--- config.mk ---
export PLATFORM = sky130hd
export DESIGN_NAME = hsl_saturation_luminance_adjust
export DESIGN_NICKNAME = d
export VERILOG_FILES = /design/src/design/hsla_pkg.sv /design/src/design/hsla_front.sv /design/src/design/hsla_div_pipe.sv /design/src/design/hsla_back.sv /design/src/design/hsl_saturation_luminance_adjust.sv
export SDC_FILE = /design/constraint.sdc
export NUM_CORES = 2
export LEC_CHECK = 0
export BUFFER_PORTS_ARGS = -buffer_cell sky130_fd_sc_hd__buf_4
export CORE_MARGIN = 2
export CORE_UTILIZATION = 40
export CTS_CLUSTER_DIAMETER = 150
export CTS_CLUSTER_SIZE = 14
export DETAILED_ROUTE_END_ITERATION = 7
export GPL_ROUTABILITY_DRIVEN = 0
export SETUP_SLACK_MARGIN = 0.1
export SYNTH_ARGS = -nofsm -noshare
export SYNTH_HDL_FRONTEND = slang
export SYNTH_SLANG_ARGS = --single-unit
--- constraint.sdc ---
create_clock -name clk -period 20.7 [get_ports clk]
set_input_delay 4.14 -clock clk [delete_from_list [all_inputs] [get_ports clk]]
set_output_delay 4.14 -clock clk [all_outputs]
set_load 0.02 [all_outputs]
--- src/design/hsla_pkg.sv ---
package hsla_pkg;

    localparam int DEFAULT_FRAC_BITS = 12;
    localparam int CH_W = 8;
    localparam int DEN_W = 9;
    localparam int LANES = 3;
    localparam int LANE_SAT = 0;
    localparam int LANE_LUM = 1;
    localparam int LANE_HUE = 2;
    localparam int DEG_FULL = 360;
    localparam int DEG_TWO_THIRD = 240;
    localparam int DEG_THIRD = 120;
    localparam int DEG_SIXTH = 60;
    localparam int LUM_DEN = 510;
    localparam int LUM_SHIFT = 18;
    localparam int HALF_SUM = 255;
    localparam int PADDR_W = 4;

    localparam logic [1:0] REG_SAT_GAIN = 2'd0;
    localparam logic [1:0] REG_LUM_GAIN = 2'd1;
    localparam logic [1:0] REG_LUM_FLOOR = 2'd2;

    typedef enum logic [1:0] {
        BASE_RED,
        BASE_GREEN,
        BASE_BLUE
    } hue_base_t;

    typedef struct packed {
        logic [CH_W-1:0] red_in;
        logic [CH_W-1:0] green_in;
        logic [CH_W-1:0] blue_in;
    } pix_in_t;

    typedef struct packed {
        logic [CH_W-1:0] red_out;
        logic [CH_W-1:0] green_out;
        logic [CH_W-1:0] blue_out;
    } pix_out_t;

    typedef struct packed {
        pix_in_t   rgb;
        hue_base_t base;
        logic      neg;
        logic      flat;
    } hsla_side_t;

    typedef struct packed {
        logic [15:0] sat_gain;
        logic [15:0] lum_gain;
        logic [12:0] lum_floor;
    } hsla_cfg_t;

endpackage

--- src/design/hsla_front.sv ---
module hsla_front
    import hsla_pkg::*;
#(
    parameter int FRAC_BITS = DEFAULT_FRAC_BITS
)
(
    input  logic                                  clk,
    input  logic                                  rst_n,
    input  logic                                  in_valid,
    input  pix_in_t                               pix,
    output logic                                  out_valid,
    output logic [LANES-1:0][FRAC_BITS+8:0]       num,
    output logic [LANES-1:0][DEN_W-1:0]           den,
    output hsla_side_t                            side
);

    localparam int NUM_W = FRAC_BITS + 9;

    logic [CH_W-1:0] r, g, b, mx, mn, mag;
    logic [DEN_W-1:0] sum;
    logic [CH_W-1:0] diff;
    hue_base_t base;
    logic neg;

    logic valid_reg;
    logic [LANES-1:0][NUM_W-1:0] num_reg, num_next;
    logic [LANES-1:0][DEN_W-1:0] den_reg, den_next;
    hsla_side_t side_reg, side_next;

    always_comb
    begin
        r = pix.red_in;
        g = pix.green_in;
        b = pix.blue_in;
        mx = (r > g) ? ((r > b) ? r : b) : ((g > b) ? g : b);
        mn = (r < g) ? ((r < b) ? r : b) : ((g < b) ? g : b);
        sum = DEN_W'(mx) + DEN_W'(mn);
        diff = mx - mn;
        if (mx == r)
        begin
            base = BASE_RED;
            neg = g < b;
            mag = neg ? (b - g) : (g - b);
        end
        else if (mx == g)
        begin
            base = BASE_GREEN;
            neg = b < r;
            mag = neg ? (r - b) : (b - r);
        end
        else
        begin
            base = BASE_BLUE;
            neg = r < g;
            mag = neg ? (g - r) : (r - g);
        end
        num_next[LANE_SAT] = NUM_W'(diff) << FRAC_BITS;
        den_next[LANE_SAT] = (sum < DEN_W'(HALF_SUM)) ? sum : DEN_W'(LUM_DEN) - sum;
        num_next[LANE_LUM] = NUM_W'(sum);
        den_next[LANE_LUM] = DEN_W'(LUM_DEN);
        num_next[LANE_HUE] = NUM_W'(14'(mag) * 14'(DEG_SIXTH));
        den_next[LANE_HUE] = DEN_W'(diff);
        side_next.rgb = pix;
        side_next.base = base;
        side_next.neg = neg;
        side_next.flat = diff == '0;
    end

    always_ff @(posedge clk or negedge rst_n)
    begin
        if (!rst_n)
        begin
            valid_reg <= 1'b0;
        end
        else
        begin
            valid_reg <= in_valid;
        end
    end

    always_ff @(posedge clk)
    begin
        num_reg <= num_next;
        den_reg <= den_next;
        side_reg <= side_next;
    end

    assign out_valid = valid_reg;
    assign num = num_reg;
    assign den = den_reg;
    assign side = side_reg;

endmodule

--- src/design/hsla_div_pipe.sv ---
module hsla_div_pipe
    import hsla_pkg::*;
#(
    parameter int NUM_W = DEFAULT_FRAC_BITS + 9,
    parameter int QUO_W = DEFAULT_FRAC_BITS + 1
)
(
    input  logic                            clk,
    input  logic                            rst_n,
    input  logic                            in_valid,
    input  logic [LANES-1:0][NUM_W-1:0]     num,
    input  logic [LANES-1:0][DEN_W-1:0]     den,
    input  hsla_side_t                      side_in,
    output logic                            out_valid,
    output logic [LANES-1:0][QUO_W-1:0]     quo,
    output logic [LANES-1:0]                rem_nz,
    output hsla_side_t                      side_out
);

    localparam int REM_W = DEN_W;
    localparam int RCP_W = DEN_W + LUM_SHIFT + QUO_W;
    localparam longint LUM_RECIP = ((longint'(1) << (LUM_SHIFT + QUO_W - 1))
                                    + longint'(LUM_DEN - 1)) / longint'(LUM_DEN);

    logic [QUO_W-1:0] valid_reg;
    logic [LANES-1:0][REM_W-1:0] rem_reg [QUO_W];
    logic [LANES-1:0][QUO_W-1:0] low_reg [QUO_W];
    logic [LANES-1:0][QUO_W-1:0] quo_reg [QUO_W];
    logic [LANES-1:0][DEN_W-1:0] den_reg [QUO_W];
    hsla_side_t side_reg [QUO_W];

    for (genvar i = 0; i < QUO_W; i++)
    begin : g_step
        logic v_src;
        logic [LANES-1:0][REM_W-1:0] rem_src, rem_next;
        logic [LANES-1:0][QUO_W-1:0] low_src, low_next, quo_src, quo_next;
        logic [LANES-1:0][DEN_W-1:0] den_src;
        hsla_side_t side_src;

        if (i == 0)
        begin : g_first
            always_comb
            begin
                v_src = in_valid;
                side_src = side_in;
                den_src = den;
                for (int l = 0; l < LANES; l++)
                begin
                    rem_src[l] = REM_W'(num[l][NUM_W-1:QUO_W]);
                    low_src[l] = num[l][QUO_W-1:0];
                    quo_src[l] = '0;
                end
            end
        end
        else
        begin : g_rest
            always_comb
            begin
                v_src = valid_reg[i-1];
                side_src = side_reg[i-1];
                den_src = den_reg[i-1];
                rem_src = rem_reg[i-1];
                low_src = low_reg[i-1];
                quo_src = quo_reg[i-1];
            end
        end

        always_comb
        begin
            logic [REM_W:0] trial;
            logic ge;
            logic [RCP_W-1:0] rcp;
            // luminance divides by a constant: reciprocal multiply in the first step
            rcp = RCP_W'(num[LANE_LUM][DEN_W-1:0]) * RCP_W'(LUM_RECIP);
            for (int l = 0; l < LANES; l++)
            begin
                if (l == LANE_LUM)
                begin
                    rem_next[l] = '0;
                    low_next[l] = '0;
                    quo_next[l] = (i == 0) ? rcp[LUM_SHIFT +: QUO_W] : quo_src[l];
                end
                else
                begin
                    trial = {rem_src[l], low_src[l][QUO_W-1]};
                    ge = trial >= {1'b0, den_src[l]};
                    rem_next[l] = ge ? REM_W'(trial - {1'b0, den_src[l]}) : REM_W'(trial);
                    low_next[l] = low_src[l] << 1;
                    quo_next[l] = {quo_src[l][QUO_W-2:0], ge};
                end
            end
        end

        always_ff @(posedge clk or negedge rst_n)
        begin
            if (!rst_n)
            begin
                valid_reg[i] <= 1'b0;
            end
            else
            begin
                valid_reg[i] <= v_src;
            end
        end

        always_ff @(posedge clk)
        begin
            rem_reg[i] <= rem_next;
            low_reg[i] <= low_next;
            quo_reg[i] <= quo_next;
            den_reg[i] <= den_src;
            side_reg[i] <= side_src;
        end
    end

    always_comb
    begin
        out_valid = valid_reg[QUO_W-1];
        quo = quo_reg[QUO_W-1];
        side_out = side_reg[QUO_W-1];
        for (int l = 0; l < LANES; l++)
        begin
            rem_nz[l] = rem_reg[QUO_W-1][l] != '0;
        end
    end

endmodule

--- src/design/hsla_back.sv ---
module hsla_back
    import hsla_pkg::*;
#(
    parameter int FRAC_BITS = DEFAULT_FRAC_BITS
)
(
    input  logic                              clk,
    input  logic                              rst_n,
    input  logic                              in_valid,
    input  logic [LANES-1:0][FRAC_BITS:0]     quo,
    input  logic [LANES-1:0]                  rem_nz,
    input  hsla_side_t                        side,
    input  hsla_cfg_t                         cfg,
    output logic                              done,
    output pix_out_t                          pix
);

    localparam int F = FRAC_BITS;
    localparam int ONE_W = F + 1;
    localparam int ONE_I = 1 << F;
    localparam logic [ONE_W-1:0] ONE = ONE_W'(ONE_I);
    localparam int G_W = 17;
    localparam int P_W = 2 * F + 3;
    localparam int Q_W = F + 3;
    localparam int V_W = F + 7;
    localparam int K_W = 6;

    // stage 1: gains, floor, hue
    logic [F+16:0] s_prod, l_prod;
    logic [G_W-1:0] s_scaled, l_scaled, l_f;
    logic [ONE_W-1:0] s_clip, s1_next, l1_next;
    logic floor_hit;
    logic [9:0] base_v, hq, hue_adj;
    logic [8:0] hue1_next;

    logic v1_reg;
    logic [ONE_W-1:0] s1_reg, l1_reg;
    logic [8:0] hue1_reg;
    pix_in_t rgb1_reg;

    always_comb
    begin
        s_prod = quo[LANE_SAT] * cfg.sat_gain;
        l_prod = quo[LANE_LUM] * cfg.lum_gain;
        s_scaled = s_prod[F+16:F];
        l_scaled = l_prod[F+16:F];
        s_clip = (s_scaled > G_W'(ONE_I)) ? ONE : s_scaled[ONE_W-1:0];
        floor_hit = l_scaled < G_W'(cfg.lum_floor);
        l_f = floor_hit ? G_W'(cfg.lum_floor) : l_scaled;
        l1_next = (l_f > G_W'(ONE_I)) ? ONE : l_f[ONE_W-1:0];
        s1_next = (floor_hit || side.flat) ? '0 : s_clip;
        case (side.base)
            BASE_RED:   base_v = 10'(DEG_FULL);
            BASE_GREEN: base_v = 10'(DEG_THIRD);
            BASE_BLUE:  base_v = 10'(DEG_TWO_THIRD);
            default:    base_v = '0;
        endcase
        hq = 10'(quo[LANE_HUE][8:0]);
        hue_adj = side.neg ? (base_v - hq - 10'(rem_nz[LANE_HUE])) : (base_v + hq);
        if (side.flat)
        begin
            hue1_next = '0;
        end
        else if (hue_adj >= 10'(DEG_FULL))
        begin
            hue1_next = 9'(hue_adj - 10'(DEG_FULL));
        end
        else
        begin
            hue1_next = hue_adj[8:0];
        end
    end

    // stage 2: q product, channel angles
    logic lt2_next;
    logic [ONE_W:0] mul_b;
    logic [2:0][8:0] t2_next;

    logic v2_reg, lt2_reg, grey2_reg;
    logic [P_W-1:0] prod2_reg;
    logic [ONE_W-1:0] s2_reg, l2_reg;
    logic [2:0][8:0] t2_reg;
    pix_in_t rgb2_reg;

    always_comb
    begin
        lt2_next = l1_reg < ONE_W'(ONE_I / 2);
        mul_b = lt2_next ? ((ONE_W + 1)'(ONE_I) + (ONE_W + 1)'(s1_reg)) : (ONE_W + 1)'(s1_reg);
        t2_next[0] = (hue1_reg >= 9'(DEG_FULL - DEG_THIRD)) ?
            9'(hue1_reg - 9'(DEG_FULL - DEG_THIRD)) : 9'(hue1_reg + 9'(DEG_THIRD));
        t2_next[1] = hue1_reg;
        t2_next[2] = (hue1_reg < 9'(DEG_THIRD)) ?
            9'(hue1_reg + 9'(DEG_TWO_THIRD)) : 9'(hue1_reg - 9'(DEG_THIRD));
    end

    // stage 3: q, p and per-channel slope
    logic [Q_W-1:0] ps, q_raw;
    logic [ONE_W-1:0] q3, p3_next;
    logic [ONE_W:0] two_l, pd;
    logic [2:0][K_W-1:0] k3_next;

    logic v3_reg, grey3_reg;
    logic [ONE_W-1:0] p3_reg, d3_reg, l3_reg;
    logic [2:0][K_W-1:0] k3_reg;
    pix_in_t rgb3_reg;

    always_comb
    begin
        ps = prod2_reg[P_W-1:F];
        q_raw = lt2_reg ? ps : (Q_W'(l2_reg) + Q_W'(s2_reg) - ps);
        q3 = (q_raw > Q_W'(ONE_I)) ? ONE : q_raw[ONE_W-1:0];
        two_l = {l2_reg, 1'b0};
        pd = two_l - (ONE_W + 1)'(q3);
        if (two_l < (ONE_W + 1)'(q3))
        begin
            p3_next = '0;
        end
        else if (pd > (ONE_W + 1)'(q3))
        begin
            p3_next = q3;
        end
        else
        begin
            p3_next = pd[ONE_W-1:0];
        end
        for (int c = 0; c < 3; c++)
        begin
            if (t2_reg[c] < 9'(DEG_SIXTH))
            begin
                k3_next[c] = K_W'(t2_reg[c]);
            end
            else if (t2_reg[c] < 9'(DEG_SIXTH + DEG_THIRD))
            begin
                k3_next[c] = K_W'(DEG_SIXTH);
            end
            else if (t2_reg[c] < 9'(DEG_TWO_THIRD))
            begin
                k3_next[c] = K_W'(9'(DEG_TWO_THIRD) - t2_reg[c]);
            end
            else
            begin
                k3_next[c] = '0;
            end
        end
    end

    // stage 4: channel value in sixtieths
    logic [2:0][V_W-1:0] v4_next;

    logic v4_reg, grey4_reg;
    logic [2:0][V_W-1:0] v4_reg_data;
    logic [ONE_W-1:0] l4_reg;
    pix_in_t rgb4_reg;

    always_comb
    begin
        for (int c = 0; c < 3; c++)
        begin
            v4_next[c] = V_W'(p3_reg) * V_W'(DEG_SIXTH) + V_W'(d3_reg) * V_W'(k3_reg[c]);
        end
    end

    // stage 5: scale to 8 bits, select
    logic [V_W+4:0] ch_prod;
    logic [9:0] ch_full;
    logic [2:0][CH_W-1:0] ch;
    logic [F+8:0] grey_prod;
    logic [8:0] grey_full;
    logic [CH_W-1:0] grey_v;
    logic bypass;
    pix_out_t pix_next;

    logic done_reg;
    pix_out_t pix_reg;

    always_comb
    begin
        for (int c = 0; c < 3; c++)
        begin
            ch_prod = (V_W + 5)'(v4_reg_data[c]) * (V_W + 5)'(17);
            ch_full = ch_prod[V_W+4:F+2];
            ch[c] = (ch_full > 10'(255)) ? 8'hff : ch_full[CH_W-1:0];
        end
        grey_prod = (F + 9)'(l4_reg) * (F + 9)'(255);
        grey_full = grey_prod[F+8:F];
        grey_v = (grey_full > 9'(255)) ? 8'hff : grey_full[CH_W-1:0];
        bypass = ({1'b0, cfg.sat_gain} == G_W'(ONE_I)) &&
                 ({1'b0, cfg.lum_gain} == G_W'(ONE_I)) &&
                 (cfg.lum_floor == '0);
        if (bypass)
        begin
            pix_next.red_out = rgb4_reg.red_in;
            pix_next.green_out = rgb4_reg.green_in;
            pix_next.blue_out = rgb4_reg.blue_in;
        end
        else if (grey4_reg)
        begin
            pix_next.red_out = grey_v;
            pix_next.green_out = grey_v;
            pix_next.blue_out = grey_v;
        end
        else
        begin
            pix_next.red_out = ch[0];
            pix_next.green_out = ch[1];
            pix_next.blue_out = ch[2];
        end
    end

    always_ff @(posedge clk or negedge rst_n)
    begin
        if (!rst_n)
        begin
            v1_reg <= 1'b0;
            v2_reg <= 1'b0;
            v3_reg <= 1'b0;
            v4_reg <= 1'b0;
            done_reg <= 1'b0;
        end
        else
        begin
            v1_reg <= in_valid;
            v2_reg <= v1_reg;
            v3_reg <= v2_reg;
            v4_reg <= v3_reg;
            done_reg <= v4_reg;
        end
    end

    always_ff @(posedge clk)
    begin
        s1_reg <= s1_next;
        l1_reg <= l1_next;
        hue1_reg <= hue1_next;
        rgb1_reg <= side.rgb;

        prod2_reg <= P_W'(l1_reg) * P_W'(mul_b);
        lt2_reg <= lt2_next;
        grey2_reg <= s1_reg == '0;
        s2_reg <= s1_reg;
        l2_reg <= l1_reg;
        t2_reg <= t2_next;
        rgb2_reg <= rgb1_reg;

        p3_reg <= p3_next;
        d3_reg <= q3 - p3_next;
        k3_reg <= k3_next;
        l3_reg <= l2_reg;
        grey3_reg <= grey2_reg;
        rgb3_reg <= rgb2_reg;

        v4_reg_data <= v4_next;
        l4_reg <= l3_reg;
        grey4_reg <= grey3_reg;
        rgb4_reg <= rgb3_reg;

        pix_reg <= pix_next;
    end

    assign done = done_reg;
    assign pix = pix_reg;

endmodule

--- src/design/hsl_saturation_luminance_adjust.sv ---
// throughput: one item per cycle, busy is always low
// the depth is set by the bit-per-stage divider for saturation and hue
// results show on done for one cycle; the receiver cannot stall them
// reset clears all valid bits and loads unity gains and a zero floor
module hsl_saturation_luminance_adjust
    import hsla_pkg::*;
#(
    parameter int GAIN_FRAC_BITS = DEFAULT_FRAC_BITS
)
(
    input  logic                 clk,
    input  logic                 rst_n,
    input  logic                 start,
    output logic                 busy,
    input  pix_in_t              pix_in,
    output logic                 done,
    output pix_out_t             pix_out,
    input  logic                 psel,
    input  logic                 penable,
    input  logic                 pwrite,
    input  logic [PADDR_W-1:0]   paddr,
    input  logic [31:0]          pwdata,
    output logic [31:0]          prdata,
    output logic                 pready
);

    localparam int F = GAIN_FRAC_BITS;
    localparam int NUM_W = F + 9;
    localparam int QUO_W = F + 1;
    localparam int ONE_I = 1 << F;

    hsla_cfg_t cfg_reg;
    logic wr_en;

    logic f_valid, d_valid;
    logic [LANES-1:0][NUM_W-1:0] f_num;
    logic [LANES-1:0][DEN_W-1:0] f_den;
    hsla_side_t f_side, d_side;
    logic [LANES-1:0][QUO_W-1:0] d_quo;
    logic [LANES-1:0] d_rem_nz;

    assign pready = 1'b1;
    assign busy = 1'b0;
    assign wr_en = psel && penable && pwrite && pready;

    always_ff @(posedge clk or negedge rst_n)
    begin
        if (!rst_n)
        begin
            cfg_reg.sat_gain <= 16'(ONE_I);
            cfg_reg.lum_gain <= 16'(ONE_I);
            cfg_reg.lum_floor <= '0;
        end
        else if (wr_en)
        begin
            case (paddr[3:2])
                REG_SAT_GAIN:  cfg_reg.sat_gain <= pwdata[15:0];
                REG_LUM_GAIN:  cfg_reg.lum_gain <= pwdata[15:0];
                REG_LUM_FLOOR: cfg_reg.lum_floor <= pwdata[12:0];
                default:       cfg_reg <= cfg_reg;
            endcase
        end
    end

    always_comb
    begin
        case (paddr[3:2])
            REG_SAT_GAIN:  prdata = 32'(cfg_reg.sat_gain);
            REG_LUM_GAIN:  prdata = 32'(cfg_reg.lum_gain);
            REG_LUM_FLOOR: prdata = 32'(cfg_reg.lum_floor);
            default:       prdata = '0;
        endcase
    end

    hsla_front #(.FRAC_BITS(F)) u_front (
        .clk       (clk),
        .rst_n     (rst_n),
        .in_valid  (start && !busy),
        .pix       (pix_in),
        .out_valid (f_valid),
        .num       (f_num),
        .den       (f_den),
        .side      (f_side)
    );

    hsla_div_pipe #(.NUM_W(NUM_W), .QUO_W(QUO_W)) u_div (
        .clk       (clk),
        .rst_n     (rst_n),
        .in_valid  (f_valid),
        .num       (f_num),
        .den       (f_den),
        .side_in   (f_side),
        .out_valid (d_valid),
        .quo       (d_quo),
        .rem_nz    (d_rem_nz),
        .side_out  (d_side)
    );

    hsla_back #(.FRAC_BITS(F)) u_back (
        .clk      (clk),
        .rst_n    (rst_n),
        .in_valid (d_valid),
        .quo      (d_quo),
        .rem_nz   (d_rem_nz),
        .side     (d_side),
        .cfg      (cfg_reg),
        .done     (done),
        .pix      (pix_out)
    );

endmodule

## Yosys cells after proc, flatten, opt, wreduce, memory -nomap -nowiden

Memories as Yosys holds them, arrays and structs flattened.
Index checks and enable logic that the tools add are counted.

| storage, ports and cells | value |
|---|---|
| bits in writable memories | 1768 |
| input bits | 66 |
| logic and storage cells | 292 |
| memories | 5 |
| register bits after elaboration | 496 |
| latch bits | 0 |
| memory bits (read-only) | 0 |

| cells by class | value |
|---|---|
| add/sub/neg operators | 54 |
| $mul | 13 |
| bitwise logic cells | 0 |
| equal/unequal tests | 8 |
| divide/modulo/power cells | 0 |
| multiplexer cells | 69 |
| shift operators | 0 |
| reductions and logical operators | 15 |
| $lt $le $gt $ge | 57 |

Memory list:

| memory | depth | width | rd ports | clocked after Yosys merged registers in | wr ports | RTL line | RTL |
|---|---|---|---|---|---|---|---|
| u_div.quo_reg | 13 | 39 | 13 | 0 | 13 | hsla_div_pipe.sv:28 | `logic [LANES-1:0][QUO_W-1:0] quo_reg [QUO_W];` |
| u_div.side_reg | 13 | 28 | 13 | 0 | 13 | hsla_div_pipe.sv:30 | `hsla_side_t side_reg [QUO_W];` |
| u_div.den_reg | 13 | 27 | 12 | 0 | 13 | hsla_div_pipe.sv:29 | `logic [LANES-1:0][DEN_W-1:0] den_reg [QUO_W];` |
| u_div.low_reg | 13 | 24 | 12 | 0 | 13 | hsla_div_pipe.sv:27 | `logic [LANES-1:0][QUO_W-1:0] low_reg [QUO_W];` |
| u_div.rem_reg | 13 | 18 | 13 | 0 | 13 | hsla_div_pipe.sv:26 | `logic [LANES-1:0][REM_W-1:0] rem_reg [QUO_W];` |

Operators by type and width:

| cell | number |
|---|---|
| 9-bit 2-to-1 mux | 30 |
| 10-bit by 9-bit greater-or-equal comparator with 1-bit output | 24 |
| 9-bit subtractor | 24 |
| 8-bit 2-to-1 mux | 15 |
| 19-bit by 5-bit multiplier with 24-bit output, second input constant | 3 |
| 9-bit by 8-bit less-than comparator with 1-bit output, second input constant | 7 |
| 13-bit by 16-bit multiplier with 29-bit output | 2 |
| 19-bit adder | 3 |
| 13-bit by 6-bit multiplier with 19-bit output | 3 |
| 8-bit subtractor | 7 |
| 6-bit 2-to-1 mux | 9 |
| 13-bit 2-to-1 mux | 4 |
| 24-bit 2-to-1 mux | 2 |
| 16-bit case mux with 3 select lines | 1 |
| 17-bit by 13-bit greater-than comparator with 1-bit output, second input constant | 2 |
| 16-bit by 13-bit == test with 1-bit output, second input constant | 2 |
| 8-bit less-than comparator | 4 |
| 9-bit by 22-bit multiplier with 31-bit output, second input constant | 1 |
| 10-bit by 8-bit greater-than comparator with 1-bit output, second input constant | 3 |
| 9-bit by 6-bit less-than comparator with 1-bit output, second input constant | 3 |
| 13-bit by 14-bit multiplier with 27-bit output | 1 |
| 9-bit case mux with 3 select lines | 1 |
| 13-bit logical NOT | 2 |
| 8-bit greater-than comparator | 3 |
| 48 further kinds | 60 |

## Longest topological paths before layout

| logic depth | value |
|---|---|
| depth in word-level cells | 10 |
| depth in mapped cells | 57 |
| depth with buffers taken out | 54 |

## Hierarchy

A second synthesis with hierarchy kept.

| second synthesis, totals | value |
|---|---|
| cell total of the unflattened synthesis | 8916 |
| area total of the unflattened synthesis | 93071.8 um^2 |

By module, submodules not included:

| module | area each (um^2) | cells each | instances | seq. area each (um^2) |
|---|---|---|---|---|
| hsla_back | 44327.5 | 4872 | 1 | 7091.8 |
| hsla_div_pipe | 40615.2 | 3209 | 1 | 26510.4 |
| hsla_front | 5923.2 | 666 | 1 | 1306.3 |
| hsl_saturation_luminance_adjust | 2205.9 | 169 | 1 | 1128.6 |

## Worst setup path before layout

Ideal clock, no wire load.

| path | value |
|---|---|
| path type | reg2reg |
| start | reg u_back.l2_reg[0] |
| end | reg u_back.d3_reg[12] |
| arrival time | 10.362 ns |
| period minus slack after synthesis | 10.485 ns |
| stages on the path, launching flop included | 55 |
| setup time | 0.123 ns |
| buffers on the path | 3 |
| slack | 10.215 ns |
| cell sequence | dfxtp_1 ha_1 fa_1 a21o_1 a21oi_1 o21bai_1 a21oi_1 nor2b_1 o21a_1 o21ai_0 nand2b_1 a21oi_1 xnor2_1 ha_1 a21oi_1 o21ai_1 o41ai_2 nor2_1 (+19 left out) nand2b_1 a21oi_1 or2_1 buf_6 buf_6 a31oi_1 fa_1 a21o_1 a21oi_1 o21ai_0 a21oi_1 o21ai_0 a21oi_1 nor2b_1 nor3_1 o21bai_1 a21oi_1 xnor2_1 |

| between the ends | value |
|---|---|
| longest elaborated chain between the ends | 10 |
| elaborated cells on any way between the ends | 11 |

RTL lines:

| element | RTL line | RTL |
|---|---|---|
| start: declaration | hsla_back.sv:81 | `logic [ONE_W-1:0] s2_reg, l2_reg;` |
| start signal: assignment | hsla_back.sv:241 | `l2_reg <= l1_reg;` |
| 13-bit by 13-bit adder with 14-bit output | hsla_back.sv:110 | `q_raw = lt2_reg ? ps : (Q_W'(l2_reg) + Q_W'(s2_reg) - ps);` |
| 15-bit subtractor | hsla_back.sv:110 |  |
| 15-bit 2-to-1 mux | hsla_back.sv:110 |  |
| 15-bit by 13-bit greater-than comparator with 1-bit output | hsla_back.sv:111 | `q3 = (q_raw > Q_W'(ONE_I)) ? ONE : q_raw[ONE_W-1:0];` |
| 13-bit 2-to-1 mux | hsla_back.sv:111 |  |
| 14-bit by 13-bit subtractor with 14-bit output | hsla_back.sv:113 | `pd = two_l - (ONE_W + 1)'(q3);` |
| 14-bit by 13-bit greater-than comparator with 1-bit output | hsla_back.sv:118 | `else if (pd > (ONE_W + 1)'(q3))` |
| 13-bit 2-to-1 mux | hsla_back.sv:118 |  |
| 13-bit 2-to-1 mux | hsla_back.sv:114 | `if (two_l < (ONE_W + 1)'(q3))` |
| 13-bit subtractor * | hsla_back.sv:246 | `d3_reg <= q3 - p3_next;` |
| end signal: assignment | hsla_back.sv:246 |  |
| end: declaration | hsla_back.sv:103 | `logic [ONE_W-1:0] p3_reg, d3_reg, l3_reg;` |

Mark *: on every way between the ends. The rest lies on a longest branch, timed or not.
A chain may end at the register's enable or synchronous reset.

## Final worst setup path

Ends and elaborated chain as after synthesis.

==> results.json <==
{
  "syn_area_um2": 86200,
  "vias_per_cell": 4.85,
  "synthFlopType": "dfxtp_1",
  "max_stage_delay_ns": 0.58,
  "drive_gt1_share_pct": 4.75,
  "grt_max_degree": 65,
  "critPathLaunch": "u_back.l2_reg[0]$_DFF_P_",
  "async_flop_share_pct": 3.96,
  "cts_sinks": 1617,
  "min-delay-start": "u_div.side_reg[2][0]$_DFF_P_",
  "cts_made_buffers": 133,
  "hold_viol_final": 0,
  "synth_area_per_cell_um2": 10.2,
  "final_core_util_pct": 43.6,
  "wl_per_cell_um": 15.1,
  "crit_cells": 53,
  "first_pass_iters": 5,
  "start_util_pct": 40.2,
  "via_count": 54900,
  "synth_area_leaders": "dfxtp_1 36%, fa_1 17%, ha_1 12%",
  "drc": 0,
  "routed_wl_mm": 171,
  "path_max_fanout": 17,
  "cts_tree": "done",
  "ys_warn_count": 0,
  "crit_family": "compound AO/OA/AOI/OAI gates",
  "clockBufferDepth": 3,
  "grtUsageTotal_pct": 15.9,
  "cts_hold_buf": 0,
  "cp_common_cell": "a21oi_1",
  "clk_pin_slew_ns": 0.07,
  "ios": 125,
  "path_class": "reg -> reg",
  "period_share_pct": 59.3,
  "synth-edff-count": 0,
  "synth_seq_cells": 1617,
  "worst_r2r_path_depth": 53,
  "crit_arrival_ns": 12.91,
  "coreArea_um2": 214000,
  "tns_ns": 0,
  "die_area_um2": 219000,
  "synth.top_cell.area_share_pct": 36.1,
  "min_path_cells": 0,
  "setup_violations": 0,
  "insertion_delay_ns": 0.78,
  "rsz0062_at_grt": "false",
  "fmax_mhz": 81.4,
  "drt_iter0_markers": 2799,
  "start_kind": "register",
  "maxCapViolations": 0,
  "die_width_um": 468,
  "path_buf_inv": 1,
  "io_buffers": 88,
  "reg2reg_slack_ns": 8.42,
  "clock_skew_ns": 0.0585,
  "post-route-min-period_ns": 12.28,
  "grt_pass1_vias": 57700,
  "outcome": "finished, final reports clean",
  "cp_data_required_time_ns": 21.33,
  "ys_seq_area_share_pct": 37.9,
  "cts_setup_buffers": 0,
  "min_to": "u_div.side_reg[2][28]$_DFF_P_",
  "synth_top_area_cell": "dfxtp_1",
  "ctsHtreeMaxLevel": 4,
  "rr_endpoint": "u_back.d3_reg[12]$_DFF_P_",
  "dp.cells": 11100,
  "syn_inst": 8418,
  "cts_root_buf": "clkbuf_16",
  "cp_slowest_cell": "a21oi_1",
  "rows": 170,
  "cts_resized": 0,
  "nets": 10100,
  "slew_headroom_pct": 12.4,
  "largest_register_ffs": 364,
  "postRouteAntennaNets": 0,
  "ys_top_cells_by_count": "1553 x dfxtp_1, 1247 x inv_1, 847 x ha_1",
  "rr_startpoint": "u_back.l2_reg[0]$_DFF_P_",
  "syn2layout_area_growth_pct": 8.39,
  "final_cells": 11300,
  "ys_types": 96,
  "hold_path_class": "reg -> reg",
  "tightestPinTransition_ns": 1.31,
  "overflow": 0,
  "slew_violations": 0,
  "die_h_um": 468,
  "antenna_found_initial": 7,
  "synth_most_common_cell": "dfxtp_1",
  "grt_first_pass_wirelength_mm": 287,
  "endpoint_kind": "register",
  "place.detailed.hpwl_mm": 133
}
[cells in the final DEF, fill, tap and decap left out, types with 19 or more instances in the layout]
| cell type | n |
|---|---|
| mux2i_1 | 75 |
| or3_1 | 24 |
| a31oi_1 | 32 |
| and3_1 | 31 |
| fa_1 | 745 |
| o21bai_1 | 60 |
| buf_4 | 106 |
| dfxtp_1 | 1553 |
| nand3_1 | 54 |
| nor3_1 | 74 |
| a211oi_1 | 33 |
| nand2_1 | 707 |
| xor2_1 | 95 |
| ha_1 | 847 |
| nor2b_1 | 89 |
| inv_1 | 1247 |
| mux2_2 | 103 |
| or4_1 | 19 |
| nand2b_1 | 93 |
| clkbuf_16 | 133 |
| dfrtp_1 | 62 |
| o21ai_0 | 206 |
| nor4_1 | 36 |
| xnor2_1 | 269 |
| a21oi_1 | 396 |
| nand4_1 | 70 |
| o21a_1 | 36 |
| nor2_1 | 431 |
| and2_1 | 311 |
| conb_1 | 19 |
| a21o_1 | 213 |
[through the flow]
| stage | area [um2] | setup WS (ns) | hold slack (ns) |
|---|---|---|---|
| final | 93500 | 8.42 | 0.306 |
| after global routing | 93400 | 7.54 | 0.308 |
| after CTS | 93400 | 8.47 | 0.307 |
| after detailed placement | 89700 | 8.53 | 0.312 |
| after global placement | 89700 | 8.57 | 0.310 |
| after floorplan | 86300 | 10.22 | 0.310 |
[metal layers]
| metal | global-route usage [%] | vias up | routed length (um) |
|---|---|---|---|
| li1 | - | 27100 | - |
| met1 | 20.6 | 26500 | 78000 |
| met2 | 27.5 | 1027 | 81200 |
| met3 | 2.54 | 259 | 7710 |
| met4 | 4.18 | 4 | 3660 |
| met5 | 0 | - | 28 |
[cells by family after synthesis]
logic type | share of synthesized area (%)
adders and majority gates | 29.6
muxes | 2.23
other | 0.00871
AOI/OAI and AO/OA | 8.86
xor gates and xnor gates | 3.70
DFF | 37.9
buffers and inverters | 6.57
and+or+nand+nor | 11.1
[worst max path at each step]
stage / endpoint / slack (ns)
6_report: u_back.d3_reg[12]$_DFF_P_ / 8.42
5_1_grt: u_back.d3_reg[12]$_DFF_P_ / 7.54
4_1_cts: u_back.d3_reg[12]$_DFF_P_ / 8.47
3_5_place_dp: u_back.d3_reg[12]$_DFF_P_ / 8.53
3_3_place_gp: u_back.d3_reg[12]$_DFF_P_ / 8.57
2_1_floorplan: u_back.d3_reg[12]$_DFF_P_ / 10.22
[cell type report]
type / instances / area [um2]
clock buffers: 141 / 3360
clock inverters: 16 / 413
well taps: 2838 / 3550
inverters: 1248 / 4680
repair buffers: 106 / 796
flip-flops and latches: 1617 / 32700
diodes: 7 / 17.5
fillers: 20300 / 121000
multi-input cells: 5334 / 47900
Power is not shown: default switching activity piles up to over one toggle a cycle in this logic, so the estimate is an artifact.
